`src/rtl/hap_pkg.sv`:
```
// Shared constants, types and the coefficient selector for the Hilbert allpass pair.
// Used by hap_serial_mac, hilbert_allpass_pair and the testbench; depends on nothing else.
`timescale 1ns / 1ps
`default_nettype none

package hap_pkg;

  // Filter structure.
  localparam int SECTIONS_PER_CHAIN = 6;
  localparam int NUM_SECTIONS       = 2 * SECTIONS_PER_CHAIN;
  localparam int COEF_COUNT         = 12;

  // Number formats.
  localparam int SAMPLE_BITS = 16;
  localparam int STORE_BITS  = 24;
  localparam int COEF_BITS   = 16;
  localparam int COEF_FRAC   = 15;
  localparam int DIFF_BITS   = STORE_BITS + 1;
  localparam int ACC_BITS    = DIFF_BITS + 1;
  localparam int QUOT_BITS   = ACC_BITS + 1;
  localparam int SUM_BITS    = QUOT_BITS + 1;

  // Index and counter widths.
  localparam int SEC_W  = $clog2(NUM_SECTIONS);
  localparam int STEP_W = $clog2(COEF_BITS);

  // Configuration port.
  localparam int CFG_IDX_W      = 2;
  localparam int CFG_DATA_W     = 64;
  localparam int COEF_WORDS     = 3;
  localparam int COEFS_PER_WORD = CFG_DATA_W / COEF_BITS;

  typedef enum logic [CFG_IDX_W-1:0] {
    CFG_ENABLE = 2'd0,
    CFG_COEF_0 = 2'd1,
    CFG_COEF_1 = 2'd2,
    CFG_COEF_2 = 2'd3
  } cfg_idx_t;

  typedef enum logic [2:0] {
    ST_IDLE,
    ST_READ,
    ST_LOAD,
    ST_MUL,
    ST_FIN,
    ST_DONE
  } state_t;

  // Control of the serial multiplier.
  typedef struct packed {
    logic load;
    logic step;
    logic last;
  } mac_ctrl_t;

  typedef logic [COEF_WORDS-1:0][CFG_DATA_W-1:0] coef_bank_t;

  // Picks the Q1.15 coefficient of a section; sections beyond the table use zero.
  function automatic logic signed [COEF_BITS-1:0] coef_of(input coef_bank_t bank,
                                                          input logic [SEC_W-1:0] k);
    logic signed [COEF_BITS-1:0] c;
    c = '0;
    for (int i = 0; i < COEF_COUNT; i++) begin
      if (32'(k) == i) begin
        c = bank[i / COEFS_PER_WORD][(i % COEFS_PER_WORD) * COEF_BITS +: COEF_BITS];
      end
    end
    return c;
  endfunction

endpackage

`default_nettype wire

```
`src/rtl/hap_serial_mac.sv`:
```
// Serial-parallel multiplier: one coef bit per step cycle, product shifted out LSB first.
// Depends on hap_pkg for widths and the control struct.
`timescale 1ns / 1ps
`default_nettype none

module hap_serial_mac (
  input  wire logic                                  clk,
  input  wire hap_pkg::mac_ctrl_t                    ctrl,
  input  wire logic signed [hap_pkg::DIFF_BITS-1:0]  d_in,
  input  wire logic signed [hap_pkg::COEF_BITS-1:0]  coef_in,
  output logic signed [hap_pkg::ACC_BITS-1:0]        prod_hi,
  output logic        [1:0]                          prod_lo
);

  logic signed [hap_pkg::DIFF_BITS-1:0] d_r;
  logic        [hap_pkg::COEF_BITS-1:0] cbits_r;
  logic signed [hap_pkg::ACC_BITS-1:0]  acc_r;
  logic        [1:0]                    low_r;

  logic signed [hap_pkg::ACC_BITS:0]    pp;
  logic signed [hap_pkg::ACC_BITS:0]    sum;

  // Partial product for the current coefficient bit; the sign bit weighs negative.
  always_comb begin
    if (!cbits_r[0]) begin
      pp = '0;
    end else if (ctrl.last) begin
      pp = -(hap_pkg::ACC_BITS + 1)'(d_r);
    end else begin
      pp = (hap_pkg::ACC_BITS + 1)'(d_r);
    end
    sum = (hap_pkg::ACC_BITS + 1)'(acc_r) + pp;
  end

  // Accumulate and shift right; the two last bits shifted out are product bits 15 and 14.
  always_ff @(posedge clk) begin
    if (ctrl.load) begin
      d_r     <= d_in;
      cbits_r <= coef_in;
      acc_r   <= '0;
      low_r   <= '0;
    end else if (ctrl.step) begin
      acc_r   <= sum[hap_pkg::ACC_BITS:1];
      low_r   <= {sum[0], low_r[1]};
      cbits_r <= {1'b0, cbits_r[hap_pkg::COEF_BITS-1:1]};
    end
  end

  assign prod_hi = acc_r;
  assign prod_lo = low_r;

endmodule

`default_nettype wire

```
`src/rtl/hilbert_allpass_pair.sv`:
```
// Hilbert transformer: two cascades of six first-order allpass sections on one serial multiplier.
// Depends on hap_pkg and hap_serial_mac.
// Each section runs history read, operand load, 16 multiply steps and finish, in that order.
// Enabled: the next input is accepted only after the result is loaded into the output register.
// Disabled: outputs are zero, with no section work. Reset sets enable, zeroes the coefficients
// and clears the history valid bits so that all section history reads as zero.
`timescale 1ns / 1ps
`default_nettype none

module hilbert_allpass_pair (
  input  wire logic                                   clk,
  input  wire logic                                   rst_n,
  input  wire logic                                   in_valid,
  output logic                                        in_stall,
  input  wire logic signed [hap_pkg::SAMPLE_BITS-1:0] in_sample_in,
  output logic                                        out_valid,
  input  wire logic                                   out_stall,
  output logic signed [hap_pkg::SAMPLE_BITS-1:0]      out_real_out,
  output logic signed [hap_pkg::SAMPLE_BITS-1:0]      out_imag_out,
  input  wire logic                                   cfg_we,
  input  wire logic [hap_pkg::CFG_IDX_W-1:0]          cfg_index,
  input  wire logic [hap_pkg::CFG_DATA_W-1:0]         cfg_wdata
);

  localparam int SB = hap_pkg::STORE_BITS;

  hap_pkg::state_t state_r, state_nxt;

  logic                                  enable_r;
  hap_pkg::coef_bank_t                   coef_r;
  logic [hap_pkg::SEC_W-1:0]             sec_r;
  logic [hap_pkg::STEP_W-1:0]            step_r;
  logic signed [SB-1:0]                  x_r;
  logic signed [SB-1:0]                  x1_r;
  logic signed [hap_pkg::SAMPLE_BITS-1:0] samp_r;
  logic signed [hap_pkg::SAMPLE_BITS-1:0] res_re_r, res_im_r;
  logic signed [hap_pkg::SAMPLE_BITS-1:0] out_re_r, out_im_r;
  logic                                  out_valid_r;

  logic [2*SB-1:0]                       hist_mem [hap_pkg::NUM_SECTIONS];
  logic [hap_pkg::NUM_SECTIONS-1:0]      hist_vld_r;
  logic [2*SB-1:0]                       hist_rd_r;
  logic                                  hist_rd_vld_r;

  hap_pkg::mac_ctrl_t                    mac_ctrl;
  logic signed [hap_pkg::DIFF_BITS-1:0]  mac_d;
  logic signed [hap_pkg::ACC_BITS-1:0]   mac_hi;
  logic        [1:0]                     mac_lo;

  logic                                  in_acc;
  logic                                  hist_we;
  logic                                  out_load;
  logic                                  step_last;
  logic signed [SB-1:0]                  y1_rd;
  logic signed [SB-1:0]                  x1_rd;
  logic signed [hap_pkg::QUOT_BITS-1:0]  quot;
  logic signed [hap_pkg::SUM_BITS-1:0]   y_wide;
  logic signed [SB-1:0]                  y_sec;
  logic signed [SB-1:0]                  samp_ext;

  // Saturate the section sum to the history width.
  function automatic logic signed [SB-1:0] sat_store(input logic signed [hap_pkg::SUM_BITS-1:0] v);
    logic [hap_pkg::SUM_BITS-SB:0] hi;
    hi = v[hap_pkg::SUM_BITS-1:SB-1];
    if (&hi || ~|hi) begin
      return v[SB-1:0];
    end
    return v[hap_pkg::SUM_BITS-1] ? {1'b1, {(SB-1){1'b0}}} : {1'b0, {(SB-1){1'b1}}};
  endfunction

  // Saturate a cascade output to the sample width.
  function automatic logic signed [hap_pkg::SAMPLE_BITS-1:0] sat_sample(
      input logic signed [SB-1:0] v);
    logic [SB-hap_pkg::SAMPLE_BITS:0] hi;
    hi = v[SB-1:hap_pkg::SAMPLE_BITS-1];
    if (&hi || ~|hi) begin
      return v[hap_pkg::SAMPLE_BITS-1:0];
    end
    return v[SB-1] ? {1'b1, {(hap_pkg::SAMPLE_BITS-1){1'b0}}}
                   : {1'b0, {(hap_pkg::SAMPLE_BITS-1){1'b1}}};
  endfunction

  assign in_stall     = (state_r != hap_pkg::ST_IDLE);
  assign in_acc       = in_valid && !in_stall;
  assign out_valid    = out_valid_r;
  assign out_real_out = out_re_r;
  assign out_imag_out = out_im_r;
  assign step_last    = (step_r == hap_pkg::STEP_W'(hap_pkg::COEF_BITS - 1));

  // Configuration registers.
  always_ff @(posedge clk) begin
    if (!rst_n) begin
      enable_r <= 1'b1;
      coef_r   <= '0;
    end else if (cfg_we) begin
      unique case (hap_pkg::cfg_idx_t'(cfg_index))
        hap_pkg::CFG_ENABLE: enable_r  <= cfg_wdata[0];
        hap_pkg::CFG_COEF_0: coef_r[0] <= cfg_wdata;
        hap_pkg::CFG_COEF_1: coef_r[1] <= cfg_wdata;
        hap_pkg::CFG_COEF_2: coef_r[2] <= cfg_wdata;
        default: ;
      endcase
    end
  end

  // State register.
  always_ff @(posedge clk) begin
    if (!rst_n) begin
      state_r <= hap_pkg::ST_IDLE;
    end else begin
      state_r <= state_nxt;
    end
  end

  // Next state and control outputs.
  always_comb begin
    state_nxt     = state_r;
    mac_ctrl.load = 1'b0;
    mac_ctrl.step = 1'b0;
    mac_ctrl.last = 1'b0;
    hist_we       = 1'b0;
    out_load      = 1'b0;
    unique case (state_r)
      hap_pkg::ST_IDLE: begin
        if (in_acc) begin
          state_nxt = enable_r ? hap_pkg::ST_READ : hap_pkg::ST_DONE;
        end
      end
      hap_pkg::ST_READ: begin
        state_nxt = hap_pkg::ST_LOAD;
      end
      hap_pkg::ST_LOAD: begin
        mac_ctrl.load = 1'b1;
        state_nxt     = hap_pkg::ST_MUL;
      end
      hap_pkg::ST_MUL: begin
        mac_ctrl.step = 1'b1;
        mac_ctrl.last = step_last;
        if (step_last) begin
          state_nxt = hap_pkg::ST_FIN;
        end
      end
      hap_pkg::ST_FIN: begin
        hist_we = 1'b1;
        if (sec_r == hap_pkg::SEC_W'(hap_pkg::NUM_SECTIONS - 1)) begin
          state_nxt = hap_pkg::ST_DONE;
        end else begin
          state_nxt = hap_pkg::ST_READ;
        end
      end
      hap_pkg::ST_DONE: begin
        if (!out_valid_r || !out_stall) begin
          out_load  = 1'b1;
          state_nxt = hap_pkg::ST_IDLE;
        end
      end
      default: state_nxt = hap_pkg::ST_IDLE;
    endcase
  end

  // Section history store; entries never written read as zero through the valid bits.
  always_ff @(posedge clk) begin
    if (hist_we) begin
      hist_mem[sec_r] <= {x_r, y_sec};
    end
    hist_rd_r <= hist_mem[sec_r];
  end

  always_ff @(posedge clk) begin
    if (!rst_n) begin
      hist_vld_r    <= '0;
      hist_rd_vld_r <= 1'b0;
    end else begin
      if (hist_we) begin
        hist_vld_r[sec_r] <= 1'b1;
      end
      hist_rd_vld_r <= hist_vld_r[sec_r];
    end
  end

  // Operands of the current section.
  assign x1_rd    = hist_rd_vld_r ? hist_rd_r[2*SB-1:SB] : '0;
  assign y1_rd    = hist_rd_vld_r ? hist_rd_r[SB-1:0] : '0;
  assign mac_d    = hap_pkg::DIFF_BITS'(x_r) - hap_pkg::DIFF_BITS'(y1_rd);
  assign samp_ext = SB'(samp_r);

  hap_serial_mac u_mac (
    .clk     (clk),
    .ctrl    (mac_ctrl),
    .d_in    (mac_d),
    .coef_in (hap_pkg::coef_of(coef_r, sec_r)),
    .prod_hi (mac_hi),
    .prod_lo (mac_lo)
  );

  // y = x1 + round(c*(x - y1) / 2^15), rounding half up, then saturated.
  assign quot   = {mac_hi, mac_lo[1]};
  assign y_wide = hap_pkg::SUM_BITS'(quot) + hap_pkg::SUM_BITS'(x1_r)
                + hap_pkg::SUM_BITS'({1'b0, mac_lo[0]});
  assign y_sec  = sat_store(y_wide);

  // Section sequencing and datapath registers.
  always_ff @(posedge clk) begin
    if (!rst_n) begin
      sec_r  <= '0;
      step_r <= '0;
    end else begin
      if (in_acc) begin
        sec_r <= '0;
      end else if (state_r == hap_pkg::ST_FIN) begin
        sec_r <= sec_r + 1'b1;
      end
      if (state_r == hap_pkg::ST_LOAD) begin
        step_r <= '0;
      end else if (state_r == hap_pkg::ST_MUL) begin
        step_r <= step_r + 1'b1;
      end
    end
  end

  always_ff @(posedge clk) begin
    if (in_acc) begin
      samp_r   <= in_sample_in;
      x_r      <= SB'(in_sample_in);
      res_re_r <= '0;
      res_im_r <= '0;
    end else if (state_r == hap_pkg::ST_LOAD) begin
      x1_r <= x1_rd;
    end else if (state_r == hap_pkg::ST_FIN) begin
      if (sec_r == hap_pkg::SEC_W'(hap_pkg::SECTIONS_PER_CHAIN - 1)) begin
        res_re_r <= sat_sample(y_sec);
        x_r      <= samp_ext;
      end else begin
        x_r <= y_sec;
      end
      if (sec_r == hap_pkg::SEC_W'(hap_pkg::NUM_SECTIONS - 1)) begin
        res_im_r <= sat_sample(y_sec);
      end
    end
  end

  // Output register.
  always_ff @(posedge clk) begin
    if (!rst_n) begin
      out_valid_r <= 1'b0;
    end else if (out_load) begin
      out_valid_r <= 1'b1;
    end else if (!out_stall) begin
      out_valid_r <= 1'b0;
    end
  end

  always_ff @(posedge clk) begin
    if (out_load) begin
      out_re_r <= res_re_r;
      out_im_r <= res_im_r;
    end
  end

  // A disabled item goes straight to the output stage with zero results.
  a_disabled_zero: assert property (@(posedge clk) disable iff (!rst_n)
    (in_acc && !enable_r) |=> (state_r == hap_pkg::ST_DONE && res_re_r == '0 && res_im_r == '0))
    else $error("disabled item did not yield zero results");

  // The multiply runs exactly the coefficient width in steps before finishing.
  a_mul_end: assert property (@(posedge clk) disable iff (!rst_n)
    (state_r == hap_pkg::ST_MUL && step_last) |=> (state_r == hap_pkg::ST_FIN))
    else $error("multiply did not end after its last step");

  // History writes stay within the section range.
  a_sec_range: assert property (@(posedge clk) disable iff (!rst_n)
    hist_we |-> (sec_r < hap_pkg::SEC_W'(hap_pkg::NUM_SECTIONS)))
    else $error("section index out of range");

endmodule

`default_nettype wire

```
`config.mk`:
```
export PLATFORM = sky130hd
export DESIGN_NAME = hilbert_allpass_pair
export DESIGN_NICKNAME = d
export VERILOG_FILES = /design/src/rtl/hap_pkg.sv /design/src/rtl/hap_serial_mac.sv /design/src/rtl/hilbert_allpass_pair.sv
export SDC_FILE = /design/constraint.sdc
export NUM_CORES = 2
export LEC_CHECK = 0
export ABC_AREA = 1
export ABC_CLOCK_PERIOD_IN_PS = 6900
export BUFFER_PORTS_ARGS = -buffer_cell sky130_fd_sc_hd__buf_2
export CAP_MARGIN = 15
export CORE_UTILIZATION = 55
export DETAILED_ROUTE_END_ITERATION = 6
export HOLD_SLACK_MARGIN = 0.02
export PLACE_DENSITY = 0.73
export SLEW_MARGIN = 20
export SYNTH_ARGS = -nofsm -noshare
export SYNTH_HDL_FRONTEND = slang
export SYNTH_SLANG_ARGS = --single-unit
```
`constraint.sdc`:
```
create_clock -name clk -period 6.9 [get_ports clk]
set_input_delay 1.38 -clock clk [delete_from_list [all_inputs] [get_ports clk]]
set_output_delay 1.38 -clock clk [all_outputs]
set_load 0.02 [all_outputs]
```
; ---- Word level (Yosys, flattened, before mapping)
; Memory sizes are Yosys's and may differ from the RTL's. A register that Yosys moved wholly into a read port is not among the register bits.
; Cells that the tools add are included.
[op_classes]
bitwise = 4
addsub = 7
n_reduce_logical = 31
n_lt_le_gt_ge = 2
n_eq_ne = 25
n_mux = 57
[op_table]
columns = cell, n
row1 = two-way mux 16 bit, 18
row2 = two-way mux 24 bit, 8
row3 = two-way mux 27 bit, 2
row4 = adder 27 x 24 -> 28 bit, 1
row5 = adder 28 x 1 -> 28 bit, 1
row6 = adder 26 x 27 -> 27 bit, 1
row7 = negator 25 -> 27 bit, 1
row8 = subtractor 24 x 24 -> 25 bit, 1
row9 = == test 4 bit (second input constant), 5
row10 = two-way mux 1 bit, 20
row11 = case mux 3 bit (6 select lines), 1
row12 = == test 4 x 3 -> 1 bit (second input constant), 4
row13 = two-way mux 3 bit, 5
row14 = bitwise OR 12 bit, 1
row15 = AND reduction 2 bit, 6
row16 = AND reduction 3 bit, 3
row17 = AND reduction 9 bit, 1
row18 = OR reduction 9 bit, 1
row19 = adder 4 x 1 -> 4 bit (second input constant), 2
row20 = == test 4 x 2 -> 1 bit (second input constant), 2
row21 = inequality test 2 bit (second input constant), 4
row22 = == test 3 x 2 -> 1 bit (second input constant), 2
row23 = == test 3 bit (second input constant), 2
row24 = logical NOT 1 bit, 5
row25 = other kinds (21), 29
[totals]
wordCells = 148
in_bits = 87
mem_bits_rw = 576
n_memories = 1
output_inout_bits = 34
reg_bits = 415
[mem_list]
columns = name, depth, width, rd, rd_clocked_by_memory_dff, write_ports, line
row1 = hist_mem, 12, 48, 1, 1, 1, hilbert_allpass_pair.sv:40  ; logic [2*SB-1:0] hist_mem [hap_pkg::NUM_SECTIONS];

; ---- Logic depth before layout (Yosys ltp)
[depth]
word_depth = 16
depth_mapped = 26
mapped_depth_nobuf = 26

; ---- Cells and area by module
; Synthesis repeated with hierarchy kept, for this count alone.
[hier_totals]
cells_unflattened = 4715
hier_area_um2 = 45192.1
[by_module_without_submodules]
columns = module, cells_per_inst, area_per_inst_um2, n_inst, seq_area_each_um2
row1 = hilbert_allpass_pair, 4039, 40413.8, 1, 26145.1
row2 = hap_serial_mac, 676, 4778.3, 1, 1791.7

; ---- Worst setup path before layout
; No wires, ideal clock.
[synth_timing]
path_type = register -> register
start = reg sec_r[1] (netlist name)
end = mem hist_mem[9][0] (netlist name) (enable)
arrival_time_ns = 4.335
synth_period_minus_slack_ns = 4.790
setup_time_ns = 0.455
required_ns = 6.445
path_buffers = 4
path_slack_ns = 2.110
stages_incl_launch_ff = 11
cell_sequence = dfxtp_1 -> inv_1 -> clkbuf_1 -> clkbuf_1 -> ha_1 -> clkinv_1 -> clkbuf_1 -> nor2_1 -> inv_1 -> clkbuf_1 -> nor2_1
[synth_rtl]
columns = element, line
row1 = from (decl), hilbert_allpass_pair.sv:31  ; logic [hap_pkg::SEC_W-1:0] sec_r;
row2 = from (signal assigned), hilbert_allpass_pair.sv:211  ; sec_r <= sec_r + 1'b1;
row3 = to (decl), hilbert_allpass_pair.sv:40
; Straight into the memory's write port.

; ---- Worst setup path in the final report
[layout_timing]
start = reg state_r[0]
end = reg u_mac.acc_r, in the netlist u_mac.prod_hi[25]
[layout_via]
elab_chain_cells = 5
word_cells_on_any_way = 7
classes_between = add/sub: 1 / eq/ne: 2 / mux: 4
[layout_rtl]
columns = element, line
row1 = from (decl), hilbert_allpass_pair.sv:27  ; hap_pkg::state_t state_r, state_nxt;
row2 = from (signal assigned), hilbert_allpass_pair.sv:109  ; state_r <= hap_pkg::ST_IDLE;
row3 = from (signal assigned), hilbert_allpass_pair.sv:111  ; state_r <= state_nxt;
row4 = == test 3 x 2 -> 1 bit, hilbert_allpass_pair.sv:123  ; unique case (state_r)
row5 = two-way mux 2 bit, hilbert_allpass_pair.sv:123
row6 = two-way mux 27 bit, hap_serial_mac.sv:27  ; end else if (ctrl.last) begin
row7 = two-way mux 27 bit, hap_serial_mac.sv:25  ; if (!cbits_r[0]) begin
row8 = adder 26 x 27 -> 27 bit, hap_serial_mac.sv:32  ; sum = (hap_pkg::ACC_BITS + 1)'(acc_r) + pp;
row9 = to (signal assigned), hap_serial_mac.sv:43  ; acc_r <= sum[hap_pkg::ACC_BITS:1];
row10 = to (decl), hap_serial_mac.sv:17  ; logic signed [hap_pkg::ACC_BITS-1:0] acc_r;
; Several ways; a longest one is shown, not always the timed one.
; A chain may end at the register's enable or synchronous reset.

==> impl_metrics.py <==
metrics = {
    "run_status": {
        "run_status": "completed",
    },
    "sta": {
        "fin_skew_ns": 0.0644,
        "tns_ns": 0,
        "tightest_slew_ns": 1.19,
        "finalHoldViolCount": 0,
        "setup_viol": 0,
        "rsz0062_at_grt": "false",
        "period_needed_ns": 4.70,
        "timing.fmax_ghz": 0.213,
        "final.setup.worst_slack_ns": 2.20,
        "drv_slew": 0,
        "period_share_pct": 68.1,
        "relSlewSlack_pct": 20.3,
    },
    "min_path": {
        "min_path_type": "flop to flop",
        "holdPathEnd": "out_real_out[4]",
        "hold_depth": 0,
        "hp-start": "res_re_r[4]",
    },
    "cts": {
        "cts-htree-levels": 3,
        "cts-root-buf": "clkbuf_16",
        "ctsHoldBuffers": 0,
        "clkSinkCount": 1039,
        "postCtsSetupBuffers": 0,
        "clkSlewWorstSetupHoldPaths_ns": 0.06,
        "cts_inserted_buffers": 102,
        "clk_path_buf_depth": 3,
        "clk_latency_ns": 0.70,
        "cts_tree": "built",
        "cts_resized": 0,
    },
    "detailed_routing": {
        "wl_um": 130000,
        "dr.pass1.iters": 5,
        "drt_iter0_drc": 4085,
        "vias": 34771,
        "viasPerCell": 5.98,
        "drc": 0,
        "wl_per_cell_um": 22.3,
        "ant_nets": 0,
    },
    "job": {
        "cap_violations": 0,
    },
    "logic_synthesis": {
        "synthTopCellsByArea": "edfxtp_1 (48%), dfxtp_1 (15%), o21ai_0 (6.8%)",
        "synth_ff_type": "edfxtp_1",
        "yosys_warnings": 0,
        "synth_nets": 4790,
        "ys_ff_latch": 1039,
        "yosysTopAreaCell": "edfxtp_1",
        "async_reset_ff_share_pct": 0,
        "synth.avg_cell_area_um2": 9.70,
        "netlist_area_um2": 44800,
        "syn_inst": 4617,
        "yosysTopAreaCellShare_pct": 47.8,
        "synth_edf_count": 713,
        "ys_types": 47,
        "synth_seq_area_share_pct": 62.4,
    },
    "die": {
        "die_h_um": 287,
        "dieArea_um2": 82600,
        "coreArea_um2": 80500,
        "io_pins": 121,
        "floorplan.initialDensity_pct": 55.6,
        "die_x_um": 287,
        "rows": 104,
    },
    "final_layout": {
        "drive_gt1_share_pct": 8.91,
        "area_growth_pct": 11.5,
        "layout_common_cells": "nor2_1 (762), nand2_1 (717), edfxtp_1 (713)",
        "nets": 4833,
        "fillCellCount": 6461,
        "final_common_cell": "nor2_1",
        "final_cell_count_no_fill": 5815,
    },
    "worst_setup_path": {
        "arrival_ns": 5.27,
        "r2r_end": "u_mac.prod_hi[25]",
        "crit_required_ns": 7.47,
        "critical_path.top_delay_family": "compound AO/OA/AOI/OAI gates",
        "regToRegSetupSlack_ns": 2.20,
        "critPathCaptureType": "flop",
        "start_kind": "flop",
        "reg2reg_depth": 21,
        "cp.depth": 21,
        "crit_fanout": 43,
        "crit_chain": "nand2_1 -> nor2_1 -> buf_4 -> inv_2 -> nor2_2 -> buf_4 -> inv_2 -> nor2_1 -> nor3_1 -> inv_1 -> fa_1 -> o21ai_0 -> a21oi_1 -> inv_1 -> a21oi_1 -> o21ai_0 -> a21oi_1 -> o21ai_0 -> xnor2_1 -> nand2_1 -> a21oi_1",
        "max_stage_delay_ns": 0.56,
        "critPathSlowestCell": "o21ai_0",
        "cp_num_buf_inv": 6,
        "cpMostUsedCell": "a21oi_1",
        "reg2reg_from": "state_r[0]",
        "worstSetupPathType": "flop to flop",
    },
    "global_routing": {
        "grt_pass1_vias": 31824,
        "grt_usage_pct": 31.0,
        "overflow": 0,
        "grt_pass1_wl_um": 194000,
        "antenna_found_initial": 6,
        "grt_max_degree": 198,
    },
    "power_and_ir_drop": {
        "peakVddDrop_mv": 0.465,
        "powerDensity_nw_per_um2": 377,
        "leakagePower_nw": 19.3,
    },
    "place": {
        "placed_cells": 5615,
        "place.gp.congestion": 0.967,
        "hpwl_um": 78900,
        "port_buffers": 120,
        "post-place-ws_ns": 2.31,
    },
}
## Yosys cell counts, types with 5 or more instances
library cell	instances
a31oi_1	6
nor2_2	5
o2111ai_1	7
nor2_1	782
nand2_1	718
ha_1	82
nand3_1	206
a21o_1	5
o21ai_0	607
a21oi_1	226
o21bai_1	8
nor4_1	5
xnor2_1	28
o21a_1	5
dfxtp_1	326
edfxtp_1	713
clkbuf_1	220
inv_1	286
o22ai_1	151
xor2_1	37
nand4_1	20
nand2_2	19
inv_2	6
a41oi_1	9
o21ai_1	30
nor3_1	19
nand2_4	5
o211ai_1	33
buf_1	14
buf_2	10
## report_power, final
group,switching [mW],total [mW],internal [mW]
clock,2.45,5.68,3.23
combinational,3.39,4.58,1.19
sequential,0.512,8.60,8.08
total,6.35,18.9,12.5
## flip-flops by register name, summed over array words and instances (netlist names), 24 cells and up
signal and flops:
x_r 24, coef_r 192, hist_mem 576, x1_r 24
u_mac.prod_hi 26, hist_rd_r 48, u_mac.d_r 25
## worst max-delay path by stage
| stage | startpoint | to | slack, ns |
|---|---|---|---|
| 2_1_floorplan | sec_r[1] | hist_mem[9][0] | 2.11 |
| 3_3_place_gp | state_r[0] | u_mac.prod_hi[21] | 2.35 |
| 3_5_place_dp | state_r[0] | u_mac.prod_hi[21] | 2.31 |
| 4_1_cts | state_r[0] | u_mac.prod_hi[21] | 2.26 |
| 5_1_grt | state_r[0] | u_mac.prod_hi[21] | 1.79 |
| 6_report | state_r[0] | u_mac.prod_hi[25] | 2.20 |
## through the flow
| stage | instance area (µm²) | utilization, % | hold WS [ns] | power [mW] |
|---|---|---|---|---|
| 2_1_floorplan | 44800 | - | 0.409 | 11.3 |
| 3_3_place_gp | 46400 | 57.7 | 0.412 | 13.1 |
| 3_5_place_dp | 46400 | 57.7 | 0.416 | 13.1 |
| 4_1_cts | 49900 | 62.0 | 0.430 | 18.8 |
| 5_1_grt | 50000 | 62.0 | 0.443 | 19.5 |
| 6_report | 50000 | 62.0 | 0.431 | 18.9 |
## layer usage
metal | share of wire (%) | wire, µm | track usage (%) | up-vias
met1 | 41 | 53100 | 45.6 | 16532
li1 | - | - | - | 15981
met5 | 0.0077 | 10 | 0 | -
met4 | 2.8 | 3610 | 9.41 | 2
met3 | 12 | 15900 | 6.18 | 249
met2 | 44 | 57200 | 46.5 | 2007
## final cells by class
| type | count | area, µm² | area share, % |
|---|---|---|---|
| Sequential cell | 1039 | 27900 | 55.9 |
| Multi-Input combinational cell | 3034 | 14900 | 29.9 |
| Clock buffer | 139 | 2860 | 5.71 |
| Tap cell | 1060 | 1330 | 2.65 |
| Timing Repair Buffer | 187 | 1160 | 2.32 |
| Inverter | 296 | 1120 | 2.25 |
| Clock inverter | 55 | 612 | 1.22 |
| Antenna cell | 5 | 12.5 | 0.0250 |
## worst reg2reg max path: stages (launching register included)
cell,delay [ns]
dfxtp_1,0.38
nand2_1,0.11
nor2_1,0.04
buf_4,0.21
inv_2,0.54
nor2_2,0.10
buf_4,0.22
inv_2,0.20
nor2_1,0.06
nor3_1,0.23
inv_1,0.09
fa_1,0.40
o21ai_0,0.56
a21oi_1,0.14
inv_1,0.08
a21oi_1,0.08
o21ai_0,0.34
a21oi_1,0.21
o21ai_0,0.29
xnor2_1,0.15
nand2_1,0.06
a21oi_1,0.12
## kinds of logic after synthesis
| kind of cell | share of synthesized area, % |
|---|---|
| AND/OR/NAND/NOR | 16.0 |
| AO/OA/AOI/OAI | 13.2 |
| flip-flops | 62.4 |
| buffers and inverters | 4.68 |
| adder cells (fa/ha/maj) | 2.47 |
| XOR/XNOR | 1.27 |
Power figures use the tool's default switching activity.
